$ cat src/hdl/dgbd_pkg.sv
// Shared types and constants for the dual group button debouncer.
package dgbd_pkg;

   // Register indexes on the csr port
   localparam logic [1:0] CSR_RELEASE_SELECT = 2'd0;
   localparam logic [1:0] CSR_PRESS_SELECT   = 2'd1;
   localparam logic [1:0] CSR_SETTLE_MS      = 2'd2;

   // Settle time after reset, in ms
   localparam logic [7:0] SETTLE_RESET = 8'd15;

   // One pin sample with its timestamp
   typedef struct packed {
      logic [15:0] pin_levels;
      logic [31:0] time_ms;
   } req_type;

   // One debounce report
   typedef struct packed {
      logic [15:0] released_pins;
      logic [15:0] pressed_pins;
      logic [31:0] held_ms;
   } rsp_type;

   // What one machine hands on for the current sample
   typedef struct packed {
      logic [31:0] dur;
      logic [15:0] report;
   } mach_out_type;

endpackage

$ cat src/hdl/dgbd_machine.sv
// One four-phase debounce machine with its phase, start time and tracked pins.
module dgbd_machine (
   input  logic                    clock,
   input  logic                    reset,
   input  logic                    step,
   input  logic [15:0]             sel,
   input  logic [15:0]             seen,
   input  logic [15:0]             active,
   input  logic [31:0]             now_ms,
   input  logic [7:0]              settle_ms,
   input  logic [31:0]             dur_in,
   output dgbd_pkg::mach_out_type  result
);

   typedef enum logic [1:0] {
      IDLE       = 2'd0,
      SETTLE_ON  = 2'd1,
      HELD       = 2'd2,
      SETTLE_OFF = 2'd3
   } phase_type;

   phase_type   phase_ff, phase_in;
   logic [31:0] start_ff, start_in;
   logic [15:0] track_ff, track_in;
   logic [31:0] elapsed;
   logic        settled;

   // elapsed time wraps mod 2^32
   assign elapsed = now_ms - start_ff;
   assign settled = (elapsed >= {24'd0, settle_ms});

   // next state and the duration handed on to the next machine
   always_comb begin
      phase_in      = phase_ff;
      start_in      = start_ff;
      track_in      = track_ff;
      result.dur    = dur_in;
      result.report = '0;
      case (phase_ff)
         IDLE: begin
            if (|(active & sel)) begin
               track_in = active & sel;
               start_in = now_ms;
               phase_in = SETTLE_ON;
            end
         end
         SETTLE_ON: begin
            if (settled) begin
               if (|(active & track_ff)) begin
                  result.dur = start_ff;
                  track_in   = active & track_ff;
                  phase_in   = HELD;
               end else begin
                  phase_in = IDLE;
               end
            end
         end
         HELD: begin
            if (|(seen & track_ff)) begin
               track_in = seen & track_ff;
               start_in = now_ms;
               phase_in = SETTLE_OFF;
            end else if (track_ff != (active & sel)) begin
               phase_in = IDLE;
            end
         end
         SETTLE_OFF: begin
            if (settled) begin
               if (|(seen & track_ff)) begin
                  result.dur    = now_ms - dur_in;
                  result.report = seen & track_ff;
                  phase_in      = IDLE;
               end else begin
                  phase_in = HELD;
               end
            end
         end
         default: begin
            phase_in = IDLE;
         end
      endcase
   end

   // state update, once per word
   always_ff @(posedge clock) begin
      if (reset) begin
         phase_ff <= IDLE;
         start_ff <= '0;
         track_ff <= '0;
      end else if (step) begin
         phase_ff <= phase_in;
         start_ff <= start_in;
         track_ff <= track_in;
      end
   end

endmodule

$ cat src/hdl/dual_group_button_debouncer.sv
// Top level: input register, release and press machines, result register.
//
//   port group   dir   handshake            payload
//   req_*        in    req_valid/req_stall  dgbd_pkg::req_type
//   rsp_*        out   rsp_valid/rsp_stall  dgbd_pkg::rsp_type
//   csr_*        in    csr_write            csr_index, csr_data
//
// One word per clock unless the result stalls. Both machines and the
// shared duration register update in the single cycle in which a word
// moves from the input register to the result register. Reset idles
// both machines and loads the register defaults. A stalled result holds
// the input register; one more word can wait there.
module dual_group_button_debouncer #(
   parameter int PIN_COUNT = 16
) (
   input  logic              clock,
   input  logic              reset,
   input  logic              req_valid,
   output logic              req_stall,
   input  dgbd_pkg::req_type req_word,
   output logic              rsp_valid,
   input  logic              rsp_stall,
   output dgbd_pkg::rsp_type rsp_word,
   input  logic              csr_write,
   input  logic [1:0]        csr_index,
   input  logic [15:0]       csr_data
);

   localparam logic [15:0] PinMask = 16'((33'd1 << PIN_COUNT) - 33'd1);

   logic                   in_valid_ff;
   dgbd_pkg::req_type      in_word_ff;
   logic                   rsp_valid_ff;
   dgbd_pkg::rsp_type      rsp_word_ff, rsp_word_in;
   logic [31:0]            dur_ff;
   logic [15:0]            release_sel_ff;
   logic [15:0]            press_sel_ff;
   logic [7:0]             settle_ff;
   logic                   advance;
   logic [15:0]            levels;
   logic [15:0]            levels_n;
   dgbd_pkg::mach_out_type rel_out;
   dgbd_pkg::mach_out_type prs_out;

   // word moves on when the result register is free or draining
   assign advance   = in_valid_ff & (~rsp_valid_ff | ~rsp_stall);
   assign req_stall = in_valid_ff & ~advance;
   assign rsp_valid = rsp_valid_ff;
   assign rsp_word  = rsp_word_ff;

   // configuration registers
   always_ff @(posedge clock) begin
      if (reset) begin
         release_sel_ff <= '0;
         press_sel_ff   <= '0;
         settle_ff      <= dgbd_pkg::SETTLE_RESET;
      end else if (csr_write) begin
         case (csr_index)
            dgbd_pkg::CSR_RELEASE_SELECT: release_sel_ff <= csr_data;
            dgbd_pkg::CSR_PRESS_SELECT:   press_sel_ff   <= csr_data;
            dgbd_pkg::CSR_SETTLE_MS:      settle_ff      <= csr_data[7:0];
            default: ;
         endcase
      end
   end

   // input register
   always_ff @(posedge clock) begin
      if (reset) begin
         in_valid_ff <= 1'b0;
      end else if (!req_stall) begin
         in_valid_ff <= req_valid;
      end
   end

   always_ff @(posedge clock) begin
      if (req_valid && !req_stall) begin
         in_word_ff <= req_word;
      end
   end

   // pins at PIN_COUNT and above read as neither high nor low
   assign levels   = in_word_ff.pin_levels & PinMask;
   assign levels_n = ~in_word_ff.pin_levels & PinMask;

   // release machine sees raw levels and writes the duration first
   dgbd_machine u_release (
      .clock     (clock),
      .reset     (reset),
      .step      (advance),
      .sel       (release_sel_ff & PinMask),
      .seen      (levels),
      .active    (levels_n),
      .now_ms    (in_word_ff.time_ms),
      .settle_ms (settle_ff),
      .dur_in    (dur_ff),
      .result    (rel_out)
   );

   // press machine sees inverted levels and the release machine's duration
   dgbd_machine u_press (
      .clock     (clock),
      .reset     (reset),
      .step      (advance),
      .sel       (press_sel_ff & PinMask),
      .seen      (levels_n),
      .active    (levels),
      .now_ms    (in_word_ff.time_ms),
      .settle_ms (settle_ff),
      .dur_in    (rel_out.dur),
      .result    (prs_out)
   );

   // result word
   always_comb begin
      rsp_word_in.released_pins = rel_out.report;
      rsp_word_in.pressed_pins  = prs_out.report;
      rsp_word_in.held_ms       = (|(rel_out.report | prs_out.report)) ? prs_out.dur : '0;
   end

   // shared duration register, written before it is ever read
   always_ff @(posedge clock) begin
      if (advance) begin
         dur_ff <= prs_out.dur;
      end
   end

   // result register
   always_ff @(posedge clock) begin
      if (reset) begin
         rsp_valid_ff <= 1'b0;
      end else if (advance) begin
         rsp_valid_ff <= 1'b1;
      end else if (!rsp_stall) begin
         rsp_valid_ff <= 1'b0;
      end
   end

   always_ff @(posedge clock) begin
      if (advance) begin
         rsp_word_ff <= rsp_word_in;
      end
   end

endmodule

$ cat config.mk
export PLATFORM = sky130hd
export DESIGN_NAME = dual_group_button_debouncer
export DESIGN_NICKNAME = d
export VERILOG_FILES = /design/src/hdl/dgbd_pkg.sv /design/src/hdl/dgbd_machine.sv /design/src/hdl/dual_group_button_debouncer.sv
export SDC_FILE = /design/constraint.sdc
export NUM_CORES = 1
export LEC_CHECK = 0
export CAP_MARGIN = 20
export CELL_PAD_IN_SITES_DETAIL_PLACEMENT = 0
export CELL_PAD_IN_SITES_GLOBAL_PLACEMENT = 1
export CORE_MARGIN = 5
export CORE_UTILIZATION = 46
export CTS_BUF_LIST = sky130_fd_sc_hd__clkbuf_8
export CTS_CLUSTER_DIAMETER = 120
export DETAILED_ROUTE_END_ITERATION = 8
export DONT_BUFFER_PORTS = 1
export PLACE_DENSITY_LB_ADDON = 0.1
export SYNTH_ARGS = -nofsm -noshare
export SYNTH_HDL_FRONTEND = slang
export SYNTH_HIERARCHICAL = 1
export SYNTH_SLANG_ARGS = --single-unit
export TNS_END_PERCENT = 30
$ cat constraint.sdc
create_clock -name clock -period 11.8 [get_ports clock]
set_input_delay 2.36 -clock clock [delete_from_list [all_inputs] [get_ports clock]]
set_output_delay 2.36 -clock clock [all_outputs]
set_load 0.05 [all_outputs]
==> results.yml, run 1 <==
critical_path:
  cp-end-kind: "register"
  timing.critical_path.fanout_max: 10
  critPathMostFrequentCell: "sky130_fd_sc_hd__a21oi_1"
  arrival_ns: 9.98
  cp.required_ns: 12.17
  timing_worst_setup_path_type: "register to register"
  start_kind: "register"
  crit_path_max_incr_delay_ns: 0.71
  slowest_stage: "sky130_fd_sc_hd__a21oi_1"
  reg2reg_depth: 32
die:
  boundaryPins: 137
  die_area_mm2: 0.05292
  chipHeight_um: 230.1
  chipWidth_um: 230.1
  std_cell_rows: 80
  start_util_pct: 46.55
  core-area_mm2: 0.04785
pwr:
  worst_ir_drop_vdd_v: 0.0001015
  power.clock.fraction_pct: 33.6
  power.combinational.fraction_pct: 27.7
  proportion_of_power_drawn_by_flip_flops_and_latches_pct: 38.7
  leakagePower_nw: 8.957
  power.share.switching_pct: 35.38
  switching_power_w: 0.001073
  finalPower_w: 0.003032
  internal_power_w: 0.001959
  pwr_density_cell_mw_per_mm2: 127.2
cts:
  cts_buf_count: 53
  worst_setup_hold_path_clk_slew_ns: 0.06
  postCtsHoldBufs: 0
  clk_root_buffer_cell: "sky130_fd_sc_hd__clkbuf_8"
  htree_levels: 2
  clkLatencyLatePin_ns: 0.68
  cts_tree: "built"
  postCtsResizedCells: 0
  clockBufferDepth: 3
  post_cts_buffers: 0
  tritoncts_sink_count: 286
global_routing:
  global_route_wire_length_before_repair_um: 124700
  grt_start_max_net_pins: 146
  globalRoute.totalOverflow: 0
  via_count_of_the_first_global_routing_pass: 19840
  global_route.usage.total_pct: 30.33
  antenna_found_initial: 0
finish:
  stdcell_count: 3289
  layout-area-overhead-vs-synth_pct: 6.999
  num_antenna_cells: 0
  fillerInstances: 4716
  post_route_cells_drive_above_1_share_pct: 7.105
  nNetsFinal: 2854
sta:
  final_max_slew_violation_count: 0
  relSlewSlack_pct: 28.34
  worst-slew-pin-transition_ns: 1.064
  rsz_0062_raised_after_global_routing: "no"
  final.setup.tns_ns: 0
  finalHoldViolCount: 0
  clock_skew_ns: 0.04059
  setup_viol: 0
  fmax_mhz: 104.1
  holdWs_ns: 0.4538
  period_minus_slack_ns: 9.608
  timing.final.crit_share_pct: 81.42
place:
  dpl.cell_count: 3191
  place.detailed.hpwl_um: 63040
  routabilityCongestion: 0.9841
  io_buffers: 0
logic_synthesis:
  ys.flop_type: "sky130_fd_sc_hd__edfxtp_1"
  syn_inst_count: 2682
  mapped_area_mm2: 0.02227
  synth_fp_nets: 2905
  yosys.area.top_type_share_pct: 19.41
  syn_avg_cell_area_um2: 8.305
  flops_latches_synth: 286
  synth-seq-area-share_pct: 32.18
  synth-edff-count: 144
  share_of_flip_flops_with_an_asynchronous_set_or_reset_after_synthesis_pct: 0
  yosysWarnings: 6
  ys_top_cells_by_area: "sky130_fd_sc_hd__edfxtp_1, sky130_fd_sc_hd__dfxtp_1, sky130_fd_sc_hd__ha_1, sky130_fd_sc_hd__nand2_1, sky130_fd_sc_hd__a21oi_1"
  yosysUniqueCellTypes: 97
  synth_top_cell_by_area: "sky130_fd_sc_hd__edfxtp_1"
hold_path:
  hold_path_class: "register to register"
  timing.hold.worst_path_depth: 2
routing:
  route.detailed.drc: 0
  vias_per_cell: 6.389
  routed_wire_length_per_instance_um: 25.53
  num_vias: 21010
  ant_nets: 0
  totalWireLength_um: 83960
  first_iter_violations: 2235
  first_pass_iters: 6
run:
  max_cap_viol_count: 0
status:
  result_of_the_run: "completed"
[cells in the mapped netlist (10+ instances only)]
cell / count
sky130_fd_sc_hd__a2111oi_0: 19
sky130_fd_sc_hd__nor2_1: 135
sky130_fd_sc_hd__xor2_1: 47
sky130_fd_sc_hd__o211ai_1: 22
sky130_fd_sc_hd__mux2i_1: 84
sky130_fd_sc_hd__a21oi_1: 231
sky130_fd_sc_hd__buf_2: 23
sky130_fd_sc_hd__or3_1: 10
sky130_fd_sc_hd__ha_1: 148
sky130_fd_sc_hd__and3_1: 16
sky130_fd_sc_hd__nor3_1: 27
sky130_fd_sc_hd__a21boi_1: 22
sky130_fd_sc_hd__nor4_1: 17
sky130_fd_sc_hd__inv_1: 216
sky130_fd_sc_hd__o221ai_1: 14
sky130_fd_sc_hd__a22oi_1: 11
sky130_fd_sc_hd__o21ai_0: 98
sky130_fd_sc_hd__xnor2_1: 63
sky130_fd_sc_hd__o32ai_1: 18
sky130_fd_sc_hd__nor2b_1: 17
sky130_fd_sc_hd__nand2_1: 445
sky130_fd_sc_hd__a21o_1: 54
sky130_fd_sc_hd__edfxtp_1: 144
sky130_fd_sc_hd__a31oi_1: 23
sky130_fd_sc_hd__nand2b_1: 39
sky130_fd_sc_hd__nand4_1: 48
sky130_fd_sc_hd__nand3_1: 66
sky130_fd_sc_hd__a211o_1: 10
sky130_fd_sc_hd__o32ai_2: 15
sky130_fd_sc_hd__a21boi_0: 16
sky130_fd_sc_hd__a211oi_1: 25
sky130_fd_sc_hd__o21a_1: 25
sky130_fd_sc_hd__clkbuf_1: 104
sky130_fd_sc_hd__dfxtp_1: 142
sky130_fd_sc_hd__a221oi_1: 24
sky130_fd_sc_hd__and4_1: 12
sky130_fd_sc_hd__a221o_1: 51
sky130_fd_sc_hd__a22o_1: 39
[critical path: cells and delay by family (launching register included)]
family,cells,cell delay (ns)
adders and majority gates,3,0.99
and+or+nand+nor,9,1.94
xor gates and xnor gates,1,0.18
muxes,1,0.38
DFF,1,0.64
AOI/OAI and AO/OA,16,4.92
buffers and inverters,2,0.24
[stage by stage]
step	util, %	worst slack [ns]	area (um^2)
final	49.81	2.192	23830
after global routing	49.81	1.362	23830
after CTS	49.81	2.294	23830
after detailed placement	47.48	2.355	22720
after global placement	47.48	2.577	22720
after floorplan	-	0.3418	22270
[cells in the final DEF (no fill, tap or decap), types with 12 or more instances in the layout]
master	count
sky130_fd_sc_hd__o32ai_1	18
sky130_fd_sc_hd__a31oi_1	22
sky130_fd_sc_hd__nor2b_1	16
sky130_fd_sc_hd__ha_1	146
sky130_fd_sc_hd__nand4_1	48
sky130_fd_sc_hd__nand2_1	445
sky130_fd_sc_hd__a21boi_0	15
sky130_fd_sc_hd__inv_1	230
sky130_fd_sc_hd__nand3_1	66
sky130_fd_sc_hd__xor2_1	47
sky130_fd_sc_hd__nand2b_1	39
sky130_fd_sc_hd__edfxtp_1	144
sky130_fd_sc_hd__and4_1	12
sky130_fd_sc_hd__a21oi_1	231
sky130_fd_sc_hd__buf_4	43
sky130_fd_sc_hd__and3_1	16
sky130_fd_sc_hd__a21o_1	54
sky130_fd_sc_hd__o21a_1	25
sky130_fd_sc_hd__o221ai_1	14
sky130_fd_sc_hd__a211oi_1	25
sky130_fd_sc_hd__nor4_1	17
sky130_fd_sc_hd__a21boi_1	22
sky130_fd_sc_hd__mux2i_1	84
sky130_fd_sc_hd__dfxtp_1	142
sky130_fd_sc_hd__o21ai_0	98
sky130_fd_sc_hd__a221o_1	51
sky130_fd_sc_hd__clkbuf_8	62
sky130_fd_sc_hd__o211ai_1	22
sky130_fd_sc_hd__o32ai_2	15
sky130_fd_sc_hd__a221oi_1	24
sky130_fd_sc_hd__xnor2_1	63
sky130_fd_sc_hd__nor3_1	26
sky130_fd_sc_hd__a2111oi_0	19
sky130_fd_sc_hd__a22o_1	39
sky130_fd_sc_hd__nor2_1	132
[routing by layer]
layer	vias up	share of wire [%]	track usage, %
met5	-	0	0
met4	0	2.5	7.977
met3	144	9.7	7.057
li1	9719	-	-
met2	984	41	44.02
met1	10170	46	45.34
[registers in the layout, summed over array words and instances, names as in the netlist]
name / cells
dur_ff: 32
u_press/phase_ff: 2
u_release/track_ff: 16
release_sel_ff: 16
u_release/phase_ff: 2
u_press/start_ff: 32
u_press/track_ff: 16
settle_ff: 8
press_sel_ff: 16
rsp_word: 64
levels: 16
in_valid_ff: 1
u_release/start_ff: 32
rsp_valid: 1
in_word_ff: 32
[path summary, 6_finish.rpt]
path / endpoint / slack (ns) / startpoint
worst max-delay path: rsp_word[31] / 2.19 / in_word_ff[1]
worst min-delay path: u_press/start_ff[18] / 0.45 / u_press/start_ff[18]
worst max register to register: rsp_word[31] / 2.19 / in_word_ff[1]
worst min register to register: u_press/start_ff[18] / 0.45 / u_press/start_ff[18]
[power groups by stage]
stage	Sequential (W)	Combinational, W	Clock (W)
global route	0.00118	0.000916	0.00109
finish	0.00117	0.000840	0.00102
global placement	0.00119	0.000817	0
floorplan	0.00118	0.000615	0
detailed placement	0.00119	0.000818	0
CTS	0.00117	0.000823	0.00104
[final cells by class]
| type | instances | area (um^2) | area share (%) |
|---|---|---|---|
| Clock buffer | 62 | 853.3 | 3.580 |
| Timing Repair Buffer | 43 | 322.8 | 1.354 |
| Tap cell | 615 | 769.5 | 3.229 |
| Inverter | 217 | 814.5 | 3.418 |
| Clock inverter | 36 | 262.8 | 1.102 |
| Sequential cell | 286 | 7167 | 30.07 |
| Multi-Input combinational cell | 2030 | 13640 | 57.24 |
[cells by family after synthesis]
group | count (synthesis) | share of synthesized area (%)
flip-flops | 286 | 32.18
buffers and inverters | 366 | 6.859
AND/OR/NAND/NOR | 878 | 18.21
multiplexers | 92 | 4.247
AO/OA/AOI/OAI | 798 | 25.51
adder cells (fa/ha/maj) | 152 | 8.673
XOR/XNOR | 110 | 4.325
Power figures use the tool's default switching activity.
==> run 2: changes to the inputs <==
- CORE_UTILIZATION: 46 -> 51
- clock period: 11.8 -> 9.4 ns (I/O delays scaled with it)
==> results.yml, run 2 (synthesis gave the netlist of run 1 again) <==
status:
  result_of_the_run: "completed"
critical_path:
  crit-reg2reg-launch: "in_word_ff[4]"
  cp.required_ns: 9.82
  timing.critical_path.fanout_max: 14
  critPathMostFrequentCell: "sky130_fd_sc_hd__ha_1"
  timing_worst_setup_path_type: "register to register"
  arrival_ns: 9.35
  crit_end: "rsp_word[30]"
  slowest_stage: "sky130_fd_sc_hd__o31ai_1"
  cp-end-kind: "register"
  crit_path_max_incr_delay_ns: 0.53
  cp-startpoint: "in_word_ff[4]"
  minimum_setup_slack_among_reg_to_reg_paths_ns: 0.47
  critical_path.reg2reg.endpoint: "rsp_word[30]"
  start_kind: "register"
  reg2reg_depth: 31
die:
  boundaryPins: 137
  chipWidth_um: 219.0
  core-area_mm2: 0.04317
  std_cell_rows: 76
  die_area_mm2: 0.04795
  start_util_pct: 51.59
  chipHeight_um: 219.0
global_routing:
  global_route.usage.total_pct: 32.97
  via_count_of_the_first_global_routing_pass: 19390
  antenna_found_initial: 2
  globalRoute.totalOverflow: 0
  global_route_wire_length_before_repair_um: 121300
  grt_start_max_net_pins: 146
routing:
  totalWireLength_um: 81770
  routed_wire_length_per_instance_um: 25.01
  drt-met1-wl_um: 36430
  num_vias: 21180
  first_pass_iters: 6
  top_signal_layer_used: "met5"
  first_iter_violations: 2436
  dr_wl_met3_um: 9997
  vias_per_cell: 6.480
  met2_length_um: 32860
  route.detailed.drc: 0
  ant_nets: 0
sta:
  final.setup.tns_ns: 0
  rsz_0062_raised_after_global_routing: "no"
  setup_viol: 0
  timing.final.crit_share_pct: 94.97
  final.setup.worst_slack_ns: 0.4729
  worst-slew-pin-transition_ns: 1.077
  final_max_slew_violation_count: 0
  period_minus_slack_ns: 8.927
  fmax_mhz: 112.0
  clock_skew_ns: 0.03291
  finalHoldViolCount: 0
  relSlewSlack_pct: 26.32
finish:
  layout-area-overhead-vs-synth_pct: 6.988
  post_route_cells_drive_above_1_share_pct: 7.191
  num_antenna_cells: 0
  largest_register_ff_count: 64
  layout.cells.most_common: "sky130_fd_sc_hd__nand2_1"
  mostFrequentLayoutCells: "sky130_fd_sc_hd__nand2_1, sky130_fd_sc_hd__inv_1, sky130_fd_sc_hd__a21oi_1, sky130_fd_sc_hd__ha_1, sky130_fd_sc_hd__edfxtp_1"
  nNetsFinal: 2864
cts:
  clkLatencyLatePin_ns: 0.67
  worst_setup_hold_path_clk_slew_ns: 0.07
  cts_tree: "built"
  tritoncts_sink_count: 286
  clockBufferDepth: 3
  htree_levels: 2
  post_cts_buffers: 0
  cts_buf_count: 51
  clk_root_buffer_cell: "sky130_fd_sc_hd__clkbuf_8"
place:
  place.detailed.hpwl_um: 62820
  routabilityCongestion: 1.034
  io_buffers: 0
  post-place-ws_ns: 0.5267
pwr:
  leakagePower_nw: 8.988
  finalPower_w: 0.003741
  pwr_density_cell_mw_per_mm2: 157.0
  worst_ir_drop_vdd_v: 0.0001250
hold_path:
  hold_path_class: "register to register"
run:
  max_cap_viol_count: 0
[run 2: cell count changes in the layout (fill, tap and decap cells not counted), sizes merged]
cell | before | now
buf | 43 | 54
clkbuf | 62 | 56
clkinv | 17 | 20
inv | 232 | 234
[run 2: worst min-delay path by stage]
stage               depth (start not counted)  slack (ns)                   end                  from
floorplan                                   2        0.44  u_press/start_ff[18]  u_press/start_ff[18]
global placement                            2        0.44  u_press/start_ff[25]  u_press/start_ff[25]
detailed placement                          2        0.45  u_press/start_ff[18]  u_press/start_ff[18]
CTS                                         2        0.46  u_press/start_ff[18]  u_press/start_ff[18]
global route                                2        0.48  u_press/start_ff[25]  u_press/start_ff[25]
finish                                      2        0.46  u_press/start_ff[18]  u_press/start_ff[18]
[run 2: through the flow]
| step | instances | hold WS, ns | utilization [%] | instance area [um^2] |
|---|---|---|---|---|
| final | 3269 | 0.4555 | 55.20 | 23830 |
| after detailed placement | 3172 | 0.4469 | 52.78 | 22790 |
| after global routing | 3269 | 0.4763 | 55.20 | 23830 |
| after global placement | 3172 | 0.4400 | 52.78 | 22790 |
| after CTS | 3268 | 0.4554 | 55.18 | 23820 |
| after floorplan | 2682 | 0.4363 | - | 22270 |
[run 2: power breakdown]
group | internal [W] | total, W | leakage [nW] | switching [W]
sequential | 0.00137 | 0.00147 | 2.54 | 0.0000928
clock | 0.000628 | 0.00121 | 0.591 | 0.000578
combinational | 0.000399 | 0.00107 | 5.86 | 0.000668
total | 0.00240 | 0.00374 | 8.99 | 0.00134
[run 2: critical path, delay by kind of cell, from the launching register on]
kind / cells / cell delay, ns
AOI/OAI and AO/OA: 14 / 4.13
xor gates and xnor gates: 2 / 0.33
adders and majority gates: 4 / 1.04
buffers and inverters: 2 / 0.20
DFF: 1 / 0.52
muxes: 1 / 0.22
and+or+nand+nor: 8 / 2.24
[run 2: per-layer routing]
layer / up-vias / global-route usage (%)
met5: - / 0
met4: 4 / 9.441
met3: 148 / 10.32
met2: 1111 / 45.88
met1: 10160 / 48.97
li1: 9760 / -
[run 2: final cells by class]
cell class / count / area, um^2
fillers: 4083 / 19340
multi-input cells: 2030 / 13650
flip-flops and latches: 286 / 7167
inverters: 217 / 814.5
clock buffers: 55 / 757.0
well taps: 585 / 732.0
repair buffers: 55 / 435.4
clock inverters: 41 / 277.8
[run 2: timing repair]
| item | 4_1_cts | 5_1_grt |
|---|---|---|
| resized for setup | 0 | 1 |
| hold buffers | 0 | 0 |
| endpoints found under the setup margin | 0 | 7 |
